[config.mk]
export PLATFORM = sky130hd
export DESIGN_NAME = looper_track_transport_fader
export DESIGN_NICKNAME = d
export VERILOG_FILES = /design/src/rtl/ltf_pkg.sv /design/src/rtl/looper_track_transport_fader.sv /design/src/rtl/ltf_seq_unit.sv
export SDC_FILE = /design/constraint.sdc
export NUM_CORES = 2
export LEC_CHECK = 0
export ABC_CLOCK_PERIOD_IN_PS = 8300
export CORE_UTILIZATION = 30
export DETAILED_ROUTE_END_ITERATION = 10
export DONT_BUFFER_PORTS = 1
export GPL_TIMING_DRIVEN = 0
export PLACE_DENSITY = 0.54
export SLEW_MARGIN = 0
export SYNTH_ARGS = -nofsm -noshare
export SYNTH_HDL_FRONTEND = slang
export SYNTH_SLANG_ARGS = --single-unit
export TNS_END_PERCENT = 100
[constraint.sdc]
create_clock -name clk -period 8.3 [get_ports clk]
set_clock_uncertainty 0.2 [all_clocks]
set_input_delay 0.83 -clock clk [delete_from_list [all_inputs] [get_ports clk]]
set_output_delay 0.83 -clock clk [all_outputs]
set_load 0.05 [all_outputs]
[src/rtl/ltf_pkg.sv]
// shared types and constants for the looper track transport fader
// mode and command codes, shared unit command and response words
// no dependencies
package ltf_pkg;

  // track modes
  localparam logic [3:0] MODE_EMPTY    = 4'd0;
  localparam logic [3:0] MODE_REC      = 4'd1;
  localparam logic [3:0] MODE_FINISH   = 4'd2;
  localparam logic [3:0] MODE_PRIMING  = 4'd3;
  localparam logic [3:0] MODE_STOPPED  = 4'd4;
  localparam logic [3:0] MODE_PLAY     = 4'd5;
  localparam logic [3:0] MODE_MUTED    = 4'd6;
  localparam logic [3:0] MODE_FADE_IN  = 4'd7;
  localparam logic [3:0] MODE_FADE_OUT = 4'd8;

  // commands
  localparam logic [3:0] OP_PULL       = 4'd0;
  localparam logic [3:0] OP_PLAY       = 4'd1;
  localparam logic [3:0] OP_STOP       = 4'd2;
  localparam logic [3:0] OP_MUTE       = 4'd3;
  localparam logic [3:0] OP_ERASE      = 4'd4;
  localparam logic [3:0] OP_START_REC  = 4'd5;
  localparam logic [3:0] OP_STOP_REC   = 4'd6;
  localparam logic [3:0] OP_FLUSH_DONE = 4'd7;
  localparam logic [3:0] OP_PRIMED     = 4'd8;

  // unity gain in Q1.15
  localparam logic [16:0] UNITY = 17'd32768;

  // steps of the shared shift-add / shift-subtract unit
  localparam int STEP_COUNT = 16;

  // command to the shared unit: multiply a*b>>15, or divide b/a
  typedef struct packed {
    logic        start;
    logic        div;
    logic [15:0] a;
    logic [15:0] b;
  } unit_cmd_t;

  // response from the shared unit
  typedef struct packed {
    logic        busy;
    logic        done;
    logic [15:0] result;
  } unit_rsp_t;

endpackage

[src/rtl/looper_track_transport_fader.sv]
// looper track transport fader: one word in, one word out, per-track fades
// sequence: plain commands and out-of-range tracks go straight from accept to commit;
// fading pulls and fade starts first run the 16-step shared unit, then capture and commit
// a new word is taken only after the last is committed, later while a result word waits
// reset (synchronous, active high): every track empty, follow mode stopped,
// gain, step and fade count zero; fade_length 256
module looper_track_transport_fader import ltf_pkg::*; #(
  parameter int TRACKS = 9
) (
  input  logic               clk,
  input  logic               rst,
  // configuration
  input  logic               cfg_valid,
  output logic               cfg_ready,
  input  logic [15:0]        fade_length,
  // input words
  input  logic               in_valid,
  output logic               in_ready,
  input  logic [3:0]         operation,
  input  logic [3:0]         track_index,
  input  logic signed [15:0] stored_sample,
  // result words
  output logic               out_valid,
  input  logic               out_ready,
  output logic signed [15:0] sample_out,
  output logic               head_advanced,
  output logic [3:0]         track_mode,
  output logic               index_valid
);

  localparam int TW = (TRACKS > 1) ? $clog2(TRACKS) : 1;

  localparam logic [1:0] S_IDLE = 2'd0;
  localparam logic [1:0] S_RUN  = 2'd1;
  localparam logic [1:0] S_DONE = 2'd2;

  logic [1:0] state;

  // per-track state
  logic [3:0]  mode_tab   [TRACKS];
  logic [3:0]  follow_tab [TRACKS];
  logic [15:0] gain_tab   [TRACKS];
  logic [15:0] step_tab   [TRACKS];
  logic [15:0] left_tab   [TRACKS];

  logic [15:0] fade_len;
  logic [15:0] eff_len;

  // current word
  logic [3:0]        cur_op;
  logic [TW-1:0]     cur_idx;
  logic              cur_valid;
  logic signed [15:0] cur_sample;
  logic [15:0]       cur_res;

  unit_cmd_t cmd;
  unit_rsp_t rsp;

  // true when the command needs the shared unit in this mode
  function automatic logic uses_unit(input logic [3:0] op, input logic [3:0] m);
    logic r;
    r = 1'b0;
    if (op == OP_PULL && (m == MODE_FADE_IN || m == MODE_FADE_OUT)) r = 1'b1;
    if (op == OP_PLAY && (m == MODE_STOPPED || m == MODE_MUTED)) r = 1'b1;
    if (op == OP_STOP && (m == MODE_PLAY || m == MODE_MUTED || m == MODE_FADE_IN)) r = 1'b1;
    if (op == OP_MUTE && (m == MODE_PLAY || m == MODE_FADE_IN)) r = 1'b1;
    if (op == OP_FLUSH_DONE && m == MODE_FINISH) r = 1'b1;
    return r;
  endfunction

  // configuration register
  assign cfg_ready = 1'b1;
  assign eff_len   = (fade_len == 16'd0) ? 16'd1 : fade_len;

  always_ff @(posedge clk) begin
    if (rst) begin
      fade_len <= 16'd256;
    end else if (cfg_valid && cfg_ready) begin
      fade_len <= fade_length;
    end
  end

  // lookup of the addressed track on the input side
  logic          in_range;
  logic [TW-1:0] in_idx;
  logic [3:0]    in_mode;
  logic [15:0]   in_gain;
  logic [15:0]   in_mag;
  logic          in_acc;

  assign in_ready = (state == S_IDLE);
  assign in_acc   = in_valid && in_ready;
  assign in_range = ({1'b0, track_index} < 5'(TRACKS));
  assign in_idx   = track_index[TW-1:0];
  assign in_mode  = in_range ? mode_tab[in_idx] : MODE_EMPTY;
  assign in_gain  = in_range ? gain_tab[in_idx] : 16'd0;
  assign in_mag   = stored_sample[15] ? 16'(-stored_sample) : 16'(stored_sample);

  // start the shared unit
  always_comb begin
    cmd.start = in_acc && in_range && uses_unit(operation, in_mode);
    cmd.div   = (operation != OP_PULL);
    cmd.a     = in_mag;
    cmd.b     = in_gain;
    if (operation != OP_PULL) begin
      cmd.a = eff_len;
      unique case (operation)
        OP_PLAY:       cmd.b = 16'(UNITY - {1'b0, in_gain});
        OP_FLUSH_DONE: cmd.b = 16'(UNITY);
        default:       cmd.b = in_gain;
      endcase
    end
  end

  ltf_seq_unit u_unit (
    .clk (clk),
    .rst (rst),
    .cmd (cmd),
    .rsp (rsp)
  );

  // sequencer
  always_ff @(posedge clk) begin
    if (rst) begin
      state <= S_IDLE;
    end else begin
      unique case (state)
        S_IDLE: if (in_acc) begin
          state <= cmd.start ? S_RUN : S_DONE;
        end
        S_RUN: if (rsp.done) begin
          state <= S_DONE;
        end
        S_DONE: if (!out_valid || out_ready) begin
          state <= S_IDLE;
        end
        default: state <= S_IDLE;
      endcase
    end
  end

  // word capture
  always_ff @(posedge clk) begin
    if (in_acc) begin
      cur_op     <= operation;
      cur_idx    <= in_idx;
      cur_valid  <= in_range;
      cur_sample <= stored_sample;
    end
    if (state == S_RUN && rsp.done) begin
      cur_res <= rsp.result;
    end
  end

  // next row of the current track
  logic [3:0]  row_mode;
  logic [15:0] row_gain;
  logic [15:0] row_step;
  logic [15:0] row_left;
  logic [3:0]  nx_mode;
  logic [3:0]  nx_follow;
  logic [15:0] nx_gain;
  logic [15:0] nx_step;
  logic [15:0] nx_left;
  logic [15:0] res_sample;
  logic        res_adv;
  logic [16:0] gain_up;
  logic [15:0] left_dec;
  logic [15:0] gain_down;
  logic [15:0] scaled;

  assign row_mode  = mode_tab[cur_idx];
  assign row_gain  = gain_tab[cur_idx];
  assign row_step  = step_tab[cur_idx];
  assign row_left  = left_tab[cur_idx];
  assign gain_up   = {1'b0, row_gain} + {1'b0, row_step};
  assign left_dec  = (row_left != 16'd0) ? row_left - 16'd1 : 16'd0;
  assign gain_down = (row_step >= row_gain) ? 16'd0 : row_gain - row_step;
  assign scaled    = cur_sample[15] ? 16'd0 - cur_res : cur_res;

  always_comb begin
    nx_mode    = row_mode;
    nx_follow  = follow_tab[cur_idx];
    nx_gain    = row_gain;
    nx_step    = row_step;
    nx_left    = row_left;
    res_sample = 16'd0;
    res_adv    = 1'b0;
    case (cur_op) inside
      OP_PULL: begin
        if (row_mode == MODE_MUTED) begin
          res_adv = 1'b1;
        end else if (row_mode == MODE_PLAY || row_mode == MODE_FINISH) begin
          res_adv    = 1'b1;
          res_sample = cur_sample;
        end else if (row_mode == MODE_FADE_IN) begin
          res_adv    = 1'b1;
          res_sample = scaled;
          nx_left    = left_dec;
          nx_gain    = gain_up[15:0];
          if (left_dec == 16'd0 || gain_up >= UNITY) begin
            nx_gain = 16'(UNITY);
            nx_mode = MODE_PLAY;
          end
        end else if (row_mode == MODE_FADE_OUT) begin
          res_adv    = 1'b1;
          res_sample = scaled;
          nx_left    = left_dec;
          nx_gain    = gain_down;
          if (left_dec == 16'd0 || gain_down == 16'd0) begin
            nx_gain = 16'd0;
            nx_mode = follow_tab[cur_idx];
          end
        end
      end
      OP_PLAY: if (row_mode == MODE_STOPPED || row_mode == MODE_MUTED) begin
        nx_mode   = MODE_FADE_IN;
        nx_follow = MODE_PLAY;
        nx_left   = eff_len;
        nx_step   = cur_res;
      end
      OP_STOP: if (row_mode == MODE_PLAY || row_mode == MODE_MUTED ||
                   row_mode == MODE_FADE_IN) begin
        nx_mode   = MODE_FADE_OUT;
        nx_follow = MODE_PRIMING;
        nx_left   = eff_len;
        nx_step   = cur_res;
      end
      OP_MUTE: if (row_mode == MODE_PLAY || row_mode == MODE_FADE_IN) begin
        nx_mode   = MODE_FADE_OUT;
        nx_follow = MODE_MUTED;
        nx_left   = eff_len;
        nx_step   = cur_res;
      end
      OP_ERASE, OP_START_REC: begin
        nx_mode   = (cur_op == OP_START_REC) ? MODE_REC : MODE_EMPTY;
        nx_follow = MODE_STOPPED;
        nx_gain   = 16'd0;
        nx_step   = 16'd0;
        nx_left   = 16'd0;
      end
      OP_STOP_REC: if (row_mode == MODE_REC) begin
        nx_mode = MODE_FINISH;
      end
      OP_FLUSH_DONE: if (row_mode == MODE_FINISH) begin
        nx_mode   = MODE_FADE_IN;
        nx_follow = MODE_PLAY;
        nx_gain   = 16'd0;
        nx_left   = eff_len;
        nx_step   = cur_res;
      end
      OP_PRIMED: if (row_mode == MODE_PRIMING) begin
        nx_mode = MODE_STOPPED;
      end
      default: ;
    endcase
  end

  logic commit;
  assign commit = (state == S_DONE) && (!out_valid || out_ready);

  // track table update
  always_ff @(posedge clk) begin
    if (rst) begin
      for (int i = 0; i < TRACKS; i++) begin
        mode_tab[i]   <= MODE_EMPTY;
        follow_tab[i] <= MODE_STOPPED;
        gain_tab[i]   <= 16'd0;
        step_tab[i]   <= 16'd0;
        left_tab[i]   <= 16'd0;
      end
    end else if (commit && cur_valid) begin
      mode_tab[cur_idx]   <= nx_mode;
      follow_tab[cur_idx] <= nx_follow;
      gain_tab[cur_idx]   <= nx_gain;
      step_tab[cur_idx]   <= nx_step;
      left_tab[cur_idx]   <= nx_left;
    end
  end

  // output register
  always_ff @(posedge clk) begin
    if (rst) begin
      out_valid <= 1'b0;
    end else if (commit) begin
      out_valid <= 1'b1;
    end else if (out_ready) begin
      out_valid <= 1'b0;
    end
  end

  always_ff @(posedge clk) begin
    if (commit) begin
      sample_out    <= cur_valid ? res_sample : 16'sd0;
      head_advanced <= cur_valid & res_adv;
      track_mode    <= cur_valid ? nx_mode : MODE_EMPTY;
      index_valid   <= cur_valid;
    end
  end

  // checks
  unit_only_while_running: assert property (@(posedge clk) disable iff (rst)
    (rsp.busy || rsp.done) |-> state == S_RUN)
    else $error("shared unit active outside the run state");

  no_accept_while_busy: assert property (@(posedge clk) disable iff (rst)
    in_ready |-> !rsp.busy)
    else $error("input ready while the shared unit is busy");

  result_follows_done: assert property (@(posedge clk) disable iff (rst)
    $rose(out_valid) |-> $past(state) == S_DONE)
    else $error("result word appeared without a finished word");

  bad_index_silent: assert property (@(posedge clk) disable iff (rst)
    (out_valid && !index_valid) |->
      (sample_out == 16'sd0 && !head_advanced && track_mode == MODE_EMPTY))
    else $error("out-of-range track produced a non-zero result");

endmodule

[src/rtl/ltf_seq_unit.sv]
// shared iterative arithmetic unit: one adder used for shift-add multiply
// (a*b >> 15) and restoring division (b / a), one bit per cycle
// depends on ltf_pkg
module ltf_seq_unit import ltf_pkg::*; (
  input  logic      clk,
  input  logic      rst,
  input  unit_cmd_t cmd,
  output unit_rsp_t rsp
);

  localparam int CW = $clog2(STEP_COUNT);

  logic          busy;
  logic          done;
  logic          is_div;
  logic [CW-1:0] cnt;
  logic [31:0]   acc;
  logic [15:0]   shreg;
  logic [15:0]   opnd;

  logic [31:0] lhs;
  logic [32:0] rhs;
  logic [32:0] sum;
  logic        neg;

  // one adder: shifted accumulator plus operand, or partial remainder minus divisor
  always_comb begin
    if (is_div) begin
      lhs = {15'd0, acc[15:0], shreg[15]};
      rhs = 33'd0 - {17'd0, opnd};
    end else begin
      lhs = {acc[30:0], 1'b0};
      rhs = {17'd0, (shreg[15] ? opnd : 16'd0)};
    end
    sum = {1'b0, lhs} + rhs;
    neg = is_div & sum[32];
  end

  // control
  always_ff @(posedge clk) begin
    if (rst) begin
      busy <= 1'b0;
      done <= 1'b0;
      cnt  <= '0;
    end else begin
      done <= 1'b0;
      if (cmd.start && !busy) begin
        busy <= 1'b1;
        cnt  <= CW'(STEP_COUNT - 1);
      end else if (busy) begin
        if (cnt == '0) begin
          busy <= 1'b0;
          done <= 1'b1;
        end else begin
          cnt <= cnt - 1'b1;
        end
      end
    end
  end

  // datapath
  always_ff @(posedge clk) begin
    if (cmd.start && !busy) begin
      is_div <= cmd.div;
      opnd   <= cmd.a;
      shreg  <= cmd.b;
      acc    <= '0;
    end else if (busy) begin
      acc   <= neg ? lhs : sum[31:0];
      shreg <= {shreg[14:0], is_div & ~neg};
    end
  end

  assign rsp.busy   = busy;
  assign rsp.done   = done;
  assign rsp.result = is_div ? shreg : acc[30:15];

endmodule
==> flow_summary.json <==
{
  "status": "finished, final reports clean",
  "drv_cap": 0,
  "rsz0062_at_grt": "no",
  "gp_congestion": 0.953,
  "fmax_mhz": 124,
  "hold_viol_final": 0,
  "start_util_pct": 30.2,
  "avgRoutedWirePerCell_um": 28.1,
  "fin_nets": 4012,
  "seq_area_frac_synth_pct": 60.4,
  "clkTransAtPathRegs_ns": 0.06,
  "critPathKind": "reg -> reg",
  "worstMarginPinSlew_ns": 1.37,
  "synth_most_common_cell": "edfxtp_1",
  "cts_buffers": 113,
  "synth_top_area_share_pct": 58.1,
  "syn_area_per_cell_um2": 13.9,
  "wl_um": 174000,
  "num_io_pins": 70,
  "row_count": 151,
  "grt_max_degree": 38,
  "netlist_area_mm2": 0.0513,
  "synth_area_leaders": "edfxtp_1 (58%), mux4_2 (14%), nor2_1 (4.8%), dfxtp_1 (2.3%), ha_1 (1.7%)",
  "vias": 34344,
  "p_per_area_mw_per_mm2": 244,
  "synthArstFlopShare_pct": 0,
  "placed_area_mm2": 0.0550,
  "max_slew_margin_pct": 7.50,
  "ant_nets": 0,
  "place_ws_ns": -2.99,
  "clk_path_buf_depth": 3,
  "cp-start-kind": "flop",
  "grt_pass1_wl_um": 248000,
  "clock-sinks": 1052,
  "area.growth.synth_to_final_pct": 15.9,
  "synth_cells": 3695,
  "finish.utilization_pct": 35.0,
  "antenna_found_initial": 3,
  "die_w_um": 416,
  "min_period_ns": 8.04,
  "final.setup.worst_slack_ns": 0.260,
  "die-area_mm2": 0.173,
  "crit_path_end_kind": "flop",
  "yosysUniqueCellTypes": 107,
  "place_inst": 5949,
  "critical_path.max_fanout": 19,
  "avgViaCountPerCell": 5.54,
  "die_y_um": 416,
  "htreeDepth": 3,
  "yosys_most_used_dff": "edfxtp_1",
  "port-buffer-count": 0,
  "setup_viol": 0,
  "drv_slew": 0,
  "core_mm2": 0.170,
  "drtIter0Drc": 4044,
  "ys_top_cells_by_count": "edfxtp_1 (992), nor2_1 (650), mux4_2 (317), nand2_1 (203), clkbuf_1 (139)",
  "finalPower_mw": 14.5,
  "synth-seq-cells": 1052,
  "antenna_cells": 0,
  "cts-root-buf": "clkbuf_16",
  "dp_hpwl_um": 120000,
  "final_area_mm2": 0.0595,
  "fin_crit_sh_pct": 96.9,
  "yosysWarnings": 0,
  "tns_ns": 0,
  "grt_pass1_vias": 33495,
  "syn_nets": 3814,
  "drcViolationCount": 0,
  "synth_edf_count": 992,
  "synth_top_cell_by_area": "edfxtp_1",
  "insertion_delay_ns": 0.75,
  "cts_tree": "done",
  "firstDrtPassIters": 5,
  "layout.cells.non_filler": 6202,
  "p_leak_nw": 20.3,
  "hold_slack_ns": 0.0563,
  "hold_path_class": "in -> reg",
  "drive_gt1_share_pct": 18.0,
  "grtUsageTotal_pct": 20.0,
  "ir_drop_mv": 0.179,
  "crit_required_ns": 8.54,
  "crit_arrival_ns": 8.28,
  "overflow": 0
}
-- registers in the layout (all words and copies together) (netlist names), 2 cells and up, named ones only --
register and cells:
u_unit.acc 31, cur_op 4, u_unit.cnt 4, track_mode 4, gain_tab 256, cur_idx 4, left_tab 256, u_unit.shreg 16
mode_tab 64, follow_tab 64, cur_res 16, u_unit.opnd 16, sample_out 16, step_tab 256, fade_len 16, cur_sample 16
state 2
-- path summary, 6_finish.rpt --
check	from	end	slack, ns	cells after the start
setup reg to reg	flop	gain_tab[9][15]$_DFFE_PP_	0.26	25
hold reg to reg	u_unit.acc[26]$_SDFFE_PP0P_	u_unit.acc[26]$_SDFFE_PP0P_	0.25	2
hold / removal	fade_length[11]	fade_len[11]$_SDFFE_PP0P_	0.06	2
setup / recovery	flop	gain_tab[9][15]$_DFFE_PP_	0.26	25
-- repair_timing --
action / 4_1_cts / 5_1_grt
gates resized for setup: 85 / 6
setup endpoints to repair: 324 / 247
pin swaps: 8 / 0
hold endpoints to repair: 37 / 0
hold buffers: 37 / 0
setup buffers: 17 / 0
-- critical path: stages, from the launching register on --
cell	delay, ns
dfxtp_1	0.31
buf_4	0.22
buf_4	0.26
buf_4	0.30
buf_8	0.28
buf_6	0.28
buf_4	0.27
buf_4	0.29
clkbuf_4	0.34
mux4_2	0.35
mux4_2	0.61
ha_1	0.29
fa_1	0.52
nor2b_1	0.20
o31a_1	0.23
o221ai_1	0.19
and2_1	0.20
o221a_2	0.27
a2111oi_2	0.29
o2111a_1	0.27
nand4_1	0.14
nand3_1	0.29
clkbuf_4	0.31
o31ai_1	0.14
a31oi_4	0.40
inv_1	0.22
-- cell type report --
type,count,area [um2]
clock buffer,151,3040
timing repair buffer,91,1340
fill,16350,110000
buffer,226,1180
inverter,118,443
multi-input combinational,2291,19000
clock inverter,55,684
tap,2218,2780
sequential,1052,31000
-- routing by layer --
layer | track usage [%] | vias up | routed length, um
met5 | 0 | - | 0
met4 | 8.00 | 0 | 7130
met3 | 3.97 | 299 | 15200
met2 | 31.6 | 1671 | 79900
met1 | 26.8 | 17802 | 71900
li1 | - | 14572 | -
-- cell usage in the layout (no fill, tap or decap), types with 16 or more instances in the layout --
cell and instances:
edfxtp_1 992, nor2_1 642, mux4_2 317, nand2_1 203
clkbuf_1 157, o21ai_0 117, inv_1 115, a21oi_1 115
clkbuf_16 114, ha_1 70, xnor2_1 63, dfxtp_1 60
nor3_1 58, nor2b_1 47, nand3_1 47, mux2i_1 43
a21o_1 40, buf_4 39, xor2_1 37, dlygate4sd3_1 37
nand2b_1 33, a22oi_1 32, buf_2 26, o211ai_1 26
buf_12 26, or3_1 25, o31ai_1 18, buf_1 16
o21a_1 16, nand4_1 16
-- power breakdown --
part           internal (mW)  total [mW]  switching (mW)  leakage (nW)
Sequential              6.12        6.26           0.134          10.1
Clock                   3.00        5.14            2.13          1.81
Combinational           1.12        3.10            1.97          8.39
-- kinds of logic after synthesis --
| kind of cell | Yosys count | share of synthesized area (%) |
|---|---|---|
| mux | 370 | 15.1 |
| simple gates | 1197 | 10.4 |
| fa+ha+maj | 74 | 1.85 |
| compound gates | 549 | 7.55 |
| buf+inv | 352 | 2.98 |
| flops | 1052 | 60.4 |
| xor+xnor | 100 | 1.71 |
| other cells | 1 | 0.00731 |
Note: power is estimated with default switching activity, not from simulation.
